**config.mk**
```make
export PLATFORM = sky130hd
export DESIGN_NAME = flsa_cell
export DESIGN_NICKNAME = d
export VERILOG_FILES = /design/src/flsa_pkg.sv /design/src/flsa_cell.sv
export SDC_FILE = /design/constraint.sdc
export NUM_CORES = 1
export LEC_CHECK = 0
export ABC_AREA = 1
export BUFFER_PORTS_ARGS = -buffer_cell sky130_fd_sc_hd__buf_4
export CAP_MARGIN = 20
export CORE_AREA = 2 2 116 96
export CTS_BUF_LIST = sky130_fd_sc_hd__clkbuf_16
export CTS_CLUSTER_DIAMETER = 200
export DETAILED_ROUTE_END_ITERATION = 8
export DIE_AREA = 0 0 118 98
export PLACE_DENSITY = 0.85
export SYNTH_ARGS = -nofsm -noshare
export SYNTH_HDL_FRONTEND = slang
export SYNTH_SLANG_ARGS = --single-unit
```
**constraint.sdc**
```tcl
create_clock -name clock -period 3.3 [get_ports clock]
set_input_delay 0 -clock clock [delete_from_list [all_inputs] [get_ports clock]]
set_output_delay 0 -clock clock [all_outputs]
set_load 0.05 [all_outputs]
```
**src/flsa_pkg.sv**
```systemverilog
// Package with the shared constants and types of the free-list stack allocator.
`default_nettype none
package flsa_pkg;

   localparam int SLOTS_DEFAULT      = 16;
   localparam int WORD_BYTES_DEFAULT = 4;

   // Command codes.
   localparam logic CMD_FREE  = 1'b0;
   localparam logic CMD_ALLOC = 1'b1;

   // Status codes.
   localparam logic [2:0] ST_OK      = 3'd0;
   localparam logic [2:0] ST_BAD     = 3'd1;
   localparam logic [2:0] ST_OVERLAP = 3'd2;
   localparam logic [2:0] ST_NOFIT   = 3'd3;
   localparam logic [2:0] ST_FULL    = 3'd4;

   // Register indexes.
   localparam logic REG_HEAP_LOW  = 1'b0;
   localparam logic REG_HEAP_HIGH = 1'b1;

   // Operations that the controller broadcasts to every cell.
   localparam logic [2:0] OP_HOLD   = 3'd0;
   localparam logic [2:0] OP_INSERT = 3'd1;
   localparam logic [2:0] OP_REMOVE = 3'd2;
   localparam logic [2:0] OP_SETLEN = 3'd3;
   localparam logic [2:0] OP_SETBOTH = 3'd4;

   // One extent as it travels between cells.
   typedef struct packed {
      logic [31:0] start;
      logic [31:0] length;
   } extent_type;

   // Command from the controller to the row of cells.
   typedef struct packed {
      logic [2:0]  op;
      logic [7:0]  index;
      extent_type  data;
   } cell_cmd_type;

endpackage
`default_nettype wire

```
**src/flsa_cell.sv**
```systemverilog
// One cell of the extent table: holds one extent and shifts with its neighbors.
`default_nettype none
module flsa_cell #(
   parameter int IDX_W = 4,
   parameter int MY_INDEX = 0
) (
   input  wire                         clock,
   input  flsa_pkg::cell_cmd_type      cmd,
   input  flsa_pkg::extent_type        from_lower,
   input  flsa_pkg::extent_type        from_upper,
   output flsa_pkg::extent_type        extent
);
   import flsa_pkg::*;

   extent_type extent_ff, extent_in;
   logic [IDX_W-1:0] my_idx;
   logic [IDX_W-1:0] cmd_idx;

   assign my_idx  = IDX_W'(MY_INDEX);
   assign cmd_idx = cmd.index[IDX_W-1:0];

   // Next value: shift up on insert, down on remove, or load at the chosen slot.
   always_comb begin
      extent_in = extent_ff;
      case (cmd.op)
         OP_INSERT: begin
            if (my_idx == cmd_idx) extent_in = cmd.data;
            else if (my_idx > cmd_idx) extent_in = from_lower;
         end
         OP_REMOVE: begin
            if (my_idx >= cmd_idx) extent_in = from_upper;
         end
         OP_SETLEN: begin
            if (my_idx == cmd_idx) extent_in.length = cmd.data.length;
         end
         OP_SETBOTH: begin
            if (my_idx == cmd_idx) extent_in = cmd.data;
         end
         default: begin
            extent_in = extent_ff;
         end
      endcase
   end

   always_ff @(posedge clock) begin
      extent_ff <= extent_in;
   end

   assign extent = extent_ff;
endmodule
`default_nettype wire

```
Word-level counts from Yosys, hierarchy flattened. Index checks and enable logic that the tools add are counted.

Flip-flop bits (word level): 64. Latch bits: 0. RAM bits: 0. ROM bits: 0. Input port bits: 204. Output and inout bits: 64. Logic and storage cells: 24. Memories: 0.

$add $sub $neg: 0. Multiply operators: 0. Div/mod/pow operators: 0. Order comparisons: 2. Eq/ne operators: 8. Shift operators: 0. Mux-type cells: 7. Bitwise logic cells: 0. Reductions and logical operators: 5.

Operators with widths (count): 2-to-1 mux 64 bit (4); one-hot mux 32 bit (4 select lines) (1); one-hot mux 32 bit (3 select lines) (1); 2-to-1 mux 32 bit (1); equality test 3 x 2 -> 1 bit, second input constant (2); inequality test 2 bit, second input constant (3); AND reduction 5 bit (1); greater-or-equal comparator 1 x 4 -> 1 bit, first input constant (1); greater-than comparator 1 x 4 -> 1 bit, first input constant (1); zero test 4 bit (1); AND reduction 4 bit (1); nonzero test 4 bit (1); equality test 3 x 1 -> 1 bit, second input constant (1); equality test 3 bit, second input constant (1); inequality test 3 bit, second input constant (1); nonzero test 3 bit (1).

Longest topological paths before layout. Gate-level depths: netlist of the first run.

Depth in word-level cells: 4. Depth in mapped cells: 9.

Least setup slack after synthesis of the first run. Ideal clock, no wire load.

Path kind: input-to-reg. Start: input port cmd[64] (netlist bit). End: register extent_ff, in the netlist extent[32] (enable). Library setup time: 441 ps. Data arrival time: 2229 ps. Data required time: 2859 ps. Path slack: 630 ps. Cell stages on the path: 5. Cell sequence: nor2_1 nand2_1 buf_2 buf_1 a31oi_1.

Word-level cells in the longest chain between the ends: 3.

Ends and longest elaborated chain: start: declaration (line flsa_cell.sv:8) `input flsa_pkg::cell_cmd_type cmd,`; greater-than comparator 1 x 4 -> 1 bit, or another cell as far along (line flsa_cell.sv:28) `else if (my_idx > cmd_idx) extent_in = from_lower;`; inequality test 3 bit (no source line) or inequality test 2 bit (tied branches); AND reduction 4 bit (no source line) (*); end signal: assignment (line flsa_cell.sv:46) `extent_ff <= extent_in;`; end: declaration (line flsa_cell.sv:15) `extent_type extent_ff, extent_in;`.

Every way passes the cells marked *; elsewhere a longest branch is shown, timed or not. A chain may end at the register's enable or synchronous reset.

==> results of run 1 <==
repair_timing:
| item | 4_1_cts | 5_1_grt |
|---|---|---|
| hold buffers | 32 | 0 |
| endpoints found under the setup margin | 0 | 0 |
| endpoints found under the hold margin | 32 | 0 |
worst paths after layout:
path,startpoint,end,slack [ns],cells after the start
worst max-delay path,cmd[74],extent[19]$_DFFE_PP_,1.17,7
worst min-delay path,from_upper[50],extent[50]$_DFFE_PP_,0.02,5
cell usage in the layout, fill, tap and decap left out:
master and instances:
sky130_fd_sc_hd__nand2_1 261, sky130_fd_sc_hd__inv_1 100, sky130_fd_sc_hd__dlygate4sd3_1 32, sky130_fd_sc_hd__nand3b_1 32, sky130_fd_sc_hd__edfxtp_1 64, sky130_fd_sc_hd__a21oi_1 32, sky130_fd_sc_hd__a31oi_4 1, sky130_fd_sc_hd__clkinv_4 1
sky130_fd_sc_hd__clkinv_2 1, sky130_fd_sc_hd__nor2_1 32, sky130_fd_sc_hd__inv_2 3, sky130_fd_sc_hd__clkbuf_16 9, sky130_fd_sc_hd__clkinv_1 2, sky130_fd_sc_hd__nor2_4 3, sky130_fd_sc_hd__nand3_1 98, sky130_fd_sc_hd__buf_4 271
sky130_fd_sc_hd__nand2_2 2, sky130_fd_sc_hd__clkinvlp_4 2, sky130_fd_sc_hd__o21ai_0 2, sky130_fd_sc_hd__nor2_2 1, sky130_fd_sc_hd__nand3_4 1
routing by layer:
metal | wire length [um] | vias up | track usage [%]
li1 | - | 2659 | -
met1 | 6050 | 2417 | 31.6
met2 | 7800 | 252 | 47.5
met3 | 1310 | 40 | 7.13
met4 | 456 | 0 | 10.5
met5 | 0 | - | 0
final cells by class:
cell class / count / area (sq um)
fillers: 847 / 3310
repair buffers: 303 / 2350
multi-input cells: 465 / 2090
flip-flops and latches: 64 / 1920
inverters: 102 / 383
clock buffers: 9 / 225
well taps: 144 / 180
clock inverters: 7 / 40.0
cell families (layout without fill, tap and decap cells):
family | Yosys count | after routing | share of synthesized area, %
simple gates | 430 | 430 | 41.2
flops | 64 | 64 | 42.1
compound gates | 35 | 35 | 3.86
buf+inv | 145 | 421 | 12.8
power groups by stage:
stage / clock [mW] / sequential [mW] / combinational (mW)
2_1_floorplan: 0 / 1.01 / 0.236
3_3_place_gp: 0 / 0.950 / 0.554
3_5_place_dp: 0 / 0.951 / 0.563
4_1_cts: 0.861 / 0.934 / 0.596
5_1_grt: 0.891 / 0.935 / 0.661
6_report: 0.841 / 0.934 / 0.600
==> impl_metrics.env, run 1 <==
export IMPL_status="finished clean"
export IMPL_place_congestion=0.853
export IMPL_number_of_buffers_and_inverters_on_the_critical_path=3
export IMPL_clock_tree_root_cell="sky130_fd_sc_hd__clkbuf_16"
export IMPL_share_of_synthesized_area_occupied_by_flip_flops_and_latches_pct=42.1
export IMPL_primary_ff_master_synth="sky130_fd_sc_hd__edfxtp_1"
export IMPL_numPortBuffers=263
export IMPL_clock_tree_from_tritoncts="built"
export IMPL_placed_instance_area_sq_mm=0.00661
export IMPL_syn_num_nets=878
export IMPL_ys_warnings_count=0
export IMPL_first_iter_violations=445
export IMPL_power_density_mw_per_mm2=330
export IMPL_cts_root_to_sink_buffers=2
export IMPL_finish_instance_area_sq_mm=0.00720
export IMPL_detail_route_drc_violations=0
export IMPL_path_clk_slew_ns=0.06
export IMPL_slew_viol_final=0
export IMPL_critical_path_slowest_cell="sky130_fd_sc_hd__nor2_4"
export IMPL_fp_coreArea_sq_mm=0.0105
export IMPL_cts_htree_levels=3
export IMPL_max_cap_violations=0
export IMPL_ys_top_cells_by_count="sky130_fd_sc_hd__nand2_1 (262), sky130_fd_sc_hd__inv_1 (99), sky130_fd_sc_hd__nand3_1 (98)"
export IMPL_die_area_sq_mm=0.0116
export IMPL_worst_slew_margin_rel_pct=47.2
export IMPL_start_to_end_type_of_the_worst_setup_path="in -> reg"
export IMPL_report_final_hold_viol_count=0
export IMPL_rsz0062_at_grt="false"
export IMPL_cts_buffers=9
export IMPL_min_delay_path_class="in -> reg"
export IMPL_transition_time_at_the_pin_with_the_least_slew_margin_ns=0.790
export IMPL_final_core_utilization_pct=68.5
export IMPL_grt_use_total_pct=27.0
export IMPL_grt_start_max_net_pins=65
export IMPL_syn2layout_area_growth_pct=57.6
export IMPL_ios=268
export IMPL_switching_power_mw=0.660
export IMPL_final_layout_size_suffix_gt1_share_pct=31.1
export IMPL_syn_mean_instance_area_sq_um=6.77
export IMPL_cts_resized=0
export IMPL_fp_row_count=34
export IMPL_power_total_mw=2.38
export IMPL_layout_worst_path_cycle_share_pct=64.4
export IMPL_share_clk_of_total_power_pct=35.4
export IMPL_grt_remaining_overflow=0
export IMPL_grt_antenna_before_repair=0
export IMPL_place_detailed_instances=1046
export IMPL_largest_fanout_on_the_critical_path=35
export IMPL_vias_per_cell=4.91
export IMPL_hold_ws_ns=0.0222
export IMPL_largest_reg_flops=64
export IMPL_type_of_element_launching_the_critical_path="primary input"
export IMPL_fin_tns_setup_ns=0
export IMPL_post_synth_inst_count=674
export IMPL_final_antenna_net_count=0
export IMPL_yosys_area_top_type_share_pct=42.1
export IMPL_number_of_global_route_vias_before_repair=5247
export IMPL_final_worst_path_period_need_ns=2.13
export IMPL_fp_dieH_um=98
export IMPL_detail_route_wl_per_cell_um=14.3
export IMPL_synthMostInstantiatedCell="sky130_fd_sc_hd__nand2_1"
export IMPL_leakage_power_figure_nw=3.82
export IMPL_synth_cell_types=18
export IMPL_dominant_cell_type_by_area_after_synthesis="sky130_fd_sc_hd__edfxtp_1"
export IMPL_async_reset_ff_share_pct=0
export IMPL_synth_edf_count=64
export IMPL_detailedRoute_firstPassIterationCount=5
export IMPL_seqPwrFrac_pct=39.3
export IMPL_max_clock_freq_mhz=470
export IMPL_vias=5368
export IMPL_post_cts_buffers=0
export IMPL_top_post_synthesis_cells_by_area="sky130_fd_sc_hd__edfxtp_1 (42%), sky130_fd_sc_hd__nand2_1 (22%), sky130_fd_sc_hd__nand3_1 (11%)"
export IMPL_critPathMaxStageDelay_ns=0.73
export IMPL_vdd_ir_drop_worst_uv=214
export IMPL_end_kind="register"
export IMPL_chipWidth_um=118
export IMPL_cell_internal_pwr_mw=1.71
export IMPL_count_of_placed_standard_cells_in_the_final_layout_fillers_left_out=1094
export IMPL_setup_viol=0
export IMPL_critical_path_top_delay_family="simple AND/OR/NAND/NOR gates"
export IMPL_start_util_pct=43.5
export IMPL_post_route_worst_setup_slack_ns=1.17
export IMPL_design_final_nets=1149
export IMPL_synth_area_sq_mm=0.00457
export IMPL_totalWireLength_um=15600
export IMPL_post_dp_hpwl_um=10400
export IMPL_postSynthRegisterBits=64
export IMPL_share_comb_of_total_power_pct=25.3
export IMPL_grt_first_pass_wirelength_um=25100
export IMPL_power_share_switching_pct=27.8
export IMPL_clock_sinks=64
export IMPL_crit_path_cell_trace="buf_4 -> inv_2 -> nand3_4 -> inv_2 -> nor2_4 -> nand2_1 -> nand2_1"
export IMPL_detailedPlace_worstSlack_ns=0.875
export IMPL_required_ns=3.48
export IMPL_worst_ep_arrival_time_ns=2.31
export IMPL_antenna_diode_count=0
(Power assumes the default switching activity.)
==> run 2, diff against run 1 <==
- CORE_AREA: 2 2 116 96 -> 2 2 123 101
- DIE_AREA: 0 0 118 98 -> 0 0 125 103
- PLACE_DENSITY: 0.85 -> 0.8
- clock period: 3.3 -> 1.7 ns (I/O delays scaled with it)
==> impl_metrics.env, run 2 (synthesized netlist as in run 1, its figures left out) <==
export IMPL_status="finished clean"
export IMPL_power_total_mw=4.74
export IMPL_hold_endpoint="extent[14]$_DFFE_PP_"
export IMPL_start_to_end_type_of_the_worst_setup_path="in -> reg"
export IMPL_ios=268
export IMPL_leakage_power_figure_nw=3.89
export IMPL_final_antenna_net_count=0
export IMPL_cts_htree_levels=3
export IMPL_grt_util_met1_pct=28.5
export IMPL_detailedRoute_firstPassIterationCount=5
export IMPL_power_density_mw_per_mm2=649
export IMPL_grt_use_total_pct=23.4
export IMPL_hold_buffers=31
export IMPL_first_iter_violations=354
export IMPL_critical_path_top_delay_family="simple AND/OR/NAND/NOR gates"
export IMPL_antenna_diode_count=0
export IMPL_number_of_global_route_vias_before_repair=4933
export IMPL_place_detailed_instances=1065
export IMPL_crit_path_cell_trace="buf_4 -> nor2_2 -> nand2_1 -> nand2_2 -> nor2_4 -> nand2_1 -> nand2_1"
export IMPL_max_cap_violations=0
export IMPL_start_util_pct=38.7
export IMPL_fp_dieH_um=103
export IMPL_post_cts_buffers=0
export IMPL_fin_tns_setup_ns=0
export IMPL_vias_per_cell=4.77
export IMPL_design_final_nets=1159
export IMPL_hold_depth=3
export IMPL_transition_time_at_the_pin_with_the_least_slew_margin_ns=0.794
export IMPL_cts_buffers=9
export IMPL_die_area_sq_mm=0.0129
export IMPL_required_ns=1.89
export IMPL_path_clk_slew_ns=0.06
export IMPL_syn2layout_area_growth_pct=60.0
export IMPL_type_of_element_launching_the_critical_path="primary input"
export IMPL_clock_sinks=64
export IMPL_layout_worst_path_cycle_share_pct=62.9
export IMPL_grt_remaining_overflow=0
export IMPL_count_of_placed_standard_cells_in_the_final_layout_fillers_left_out=1111
export IMPL_cts_resized=0
export IMPL_layout_common_cells="sky130_fd_sc_hd__buf_4 (281), sky130_fd_sc_hd__nand2_1 (261), sky130_fd_sc_hd__inv_1 (101)"
export IMPL_chipWidth_um=125
export IMPL_grt_use_met3_pct=5.50
export IMPL_totalWireLength_um=15700
export IMPL_fill_cells=1077
export IMPL_report_final_hold_viol_count=0
export IMPL_cp_common_cell="sky130_fd_sc_hd__nand2_1"
export IMPL_vias=5296
export IMPL_holdCritStartpoint="cmd[14]"
export IMPL_detail_route_wl_per_cell_um=14.1
export IMPL_global_route_usage_met2_pct=41.9
export IMPL_critPathMaxStageDelay_ns=0.61
export IMPL_numPortBuffers=263
export IMPL_rsz0062_at_grt="false"
export IMPL_number_of_buffers_and_inverters_on_the_critical_path=1
export IMPL_grt_busiest_layer="met2"
export IMPL_place_congestion=0.891
export IMPL_critical_path_slowest_cell="sky130_fd_sc_hd__nor2_4"
export IMPL_post_dp_hpwl_um=10900
export IMPL_min_delay_path_class="in -> reg"
export IMPL_largest_reg_flops=64
export IMPL_mostFrequentLayoutCell="sky130_fd_sc_hd__buf_4"
export IMPL_setup_viol=0
export IMPL_grt_first_pass_wirelength_um=24300
export IMPL_largest_fanout_on_the_critical_path=32
export IMPL_grt_start_max_net_pins=40
export IMPL_clock_tree_from_tritoncts="built"
export IMPL_cts_root_to_sink_buffers=2
export IMPL_slew_viol_final=0
export IMPL_fp_row_count=36
export IMPL_fp_coreArea_sq_mm=0.0118
export IMPL_max_clock_freq_mhz=936
export IMPL_final_worst_path_period_need_ns=1.07
export IMPL_worst_slew_margin_rel_pct=46.9
export IMPL_vdd_ir_drop_worst_uv=433
export IMPL_clock_tree_root_cell="sky130_fd_sc_hd__clkbuf_16"
export IMPL_grt_antenna_before_repair=0
export IMPL_worst_ep_arrival_time_ns=1.26
export IMPL_final_layout_size_suffix_gt1_share_pct=31.8
export IMPL_detail_route_drc_violations=0
export IMPL_end_kind="register"
[run 2: cell count changes in the layout (fill, tap and decap cells not counted)]
cell and delta:
sky130_fd_sc_hd__clkinv_4 -1, sky130_fd_sc_hd__inv_1 +1, sky130_fd_sc_hd__clkinvlp_4 -1, sky130_fd_sc_hd__clkinv_1 -1
sky130_fd_sc_hd__dlygate4sd3_1 -1, sky130_fd_sc_hd__buf_12 +1, sky130_fd_sc_hd__bufinv_16 +1, sky130_fd_sc_hd__buf_4 +10
[run 2: worst max-delay path by stage]
| stage | start | depth (start not counted) | slack (ns) | end |
|---|---|---|---|---|
| 5_1_grt | cmd[74] | 7 | 0.53 | extent[13]$_DFFE_PP_ |
| 3_3_place_gp | cmd[73] | 7 | 0.35 | extent[14]$_DFFE_PP_ |
| 3_5_place_dp | cmd[73] | 7 | 0.33 | extent[14]$_DFFE_PP_ |
| 6_report | cmd[73] | 7 | 0.63 | extent[10]$_DFFE_PP_ |
| 2_1_floorplan | cmd[64] | 7 | -0.003 | extent[0]$_DFFE_PP_ |
| 4_1_cts | cmd[73] | 7 | 0.66 | extent[14]$_DFFE_PP_ |
[run 2: where the power goes]
group / internal [mW] / switching, mW
clock network: 1.11 / 0.647
registers: 1.80 / 0.00879
logic: 0.567 / 0.609
[run 2: worst min-delay path: stages]
cell and delay (ns):
sky130_fd_sc_hd__buf_4 0.09, sky130_fd_sc_hd__a21oi_1 0.05, sky130_fd_sc_hd__nand2_1 0.07
[run 2: final cells by class]
cell class / instances / area (sq um) / share of cell area, %
repair buffers: 313 / 2440 / 33.4
clock buffers: 9 / 225 / 3.08
flip-flops and latches: 64 / 1920 / 26.3
clock inverters: 6 / 53.8 / 0.736
well taps: 152 / 190 / 2.60
multi-input cells: 465 / 2090 / 28.6
inverters: 102 / 383 / 5.24
[run 2: metrics by stage]
| stage | util, % | instance area, sq um | setup slack [ns] | hold slack [ns] |
|---|---|---|---|---|
| after global routing | 61.9 | 7310 | 0.530 | 0.00453 |
| after floorplan | - | 4580 | -0.00283 | 0.190 |
| after CTS | 61.9 | 7310 | 0.657 | 0.000778 |
| final | 61.9 | 7310 | 0.631 | 0.00982 |
| after detailed placement | 56.9 | 6720 | 0.331 | 0.292 |
| after global placement | 56.9 | 6720 | 0.352 | 0.286 |
[run 2: metal layers]
layer	wire, um	part of all wire [%]
met1	6210	40
met5	0	0
met4	250	1.6
met2	7900	50
met3	1350	8.6
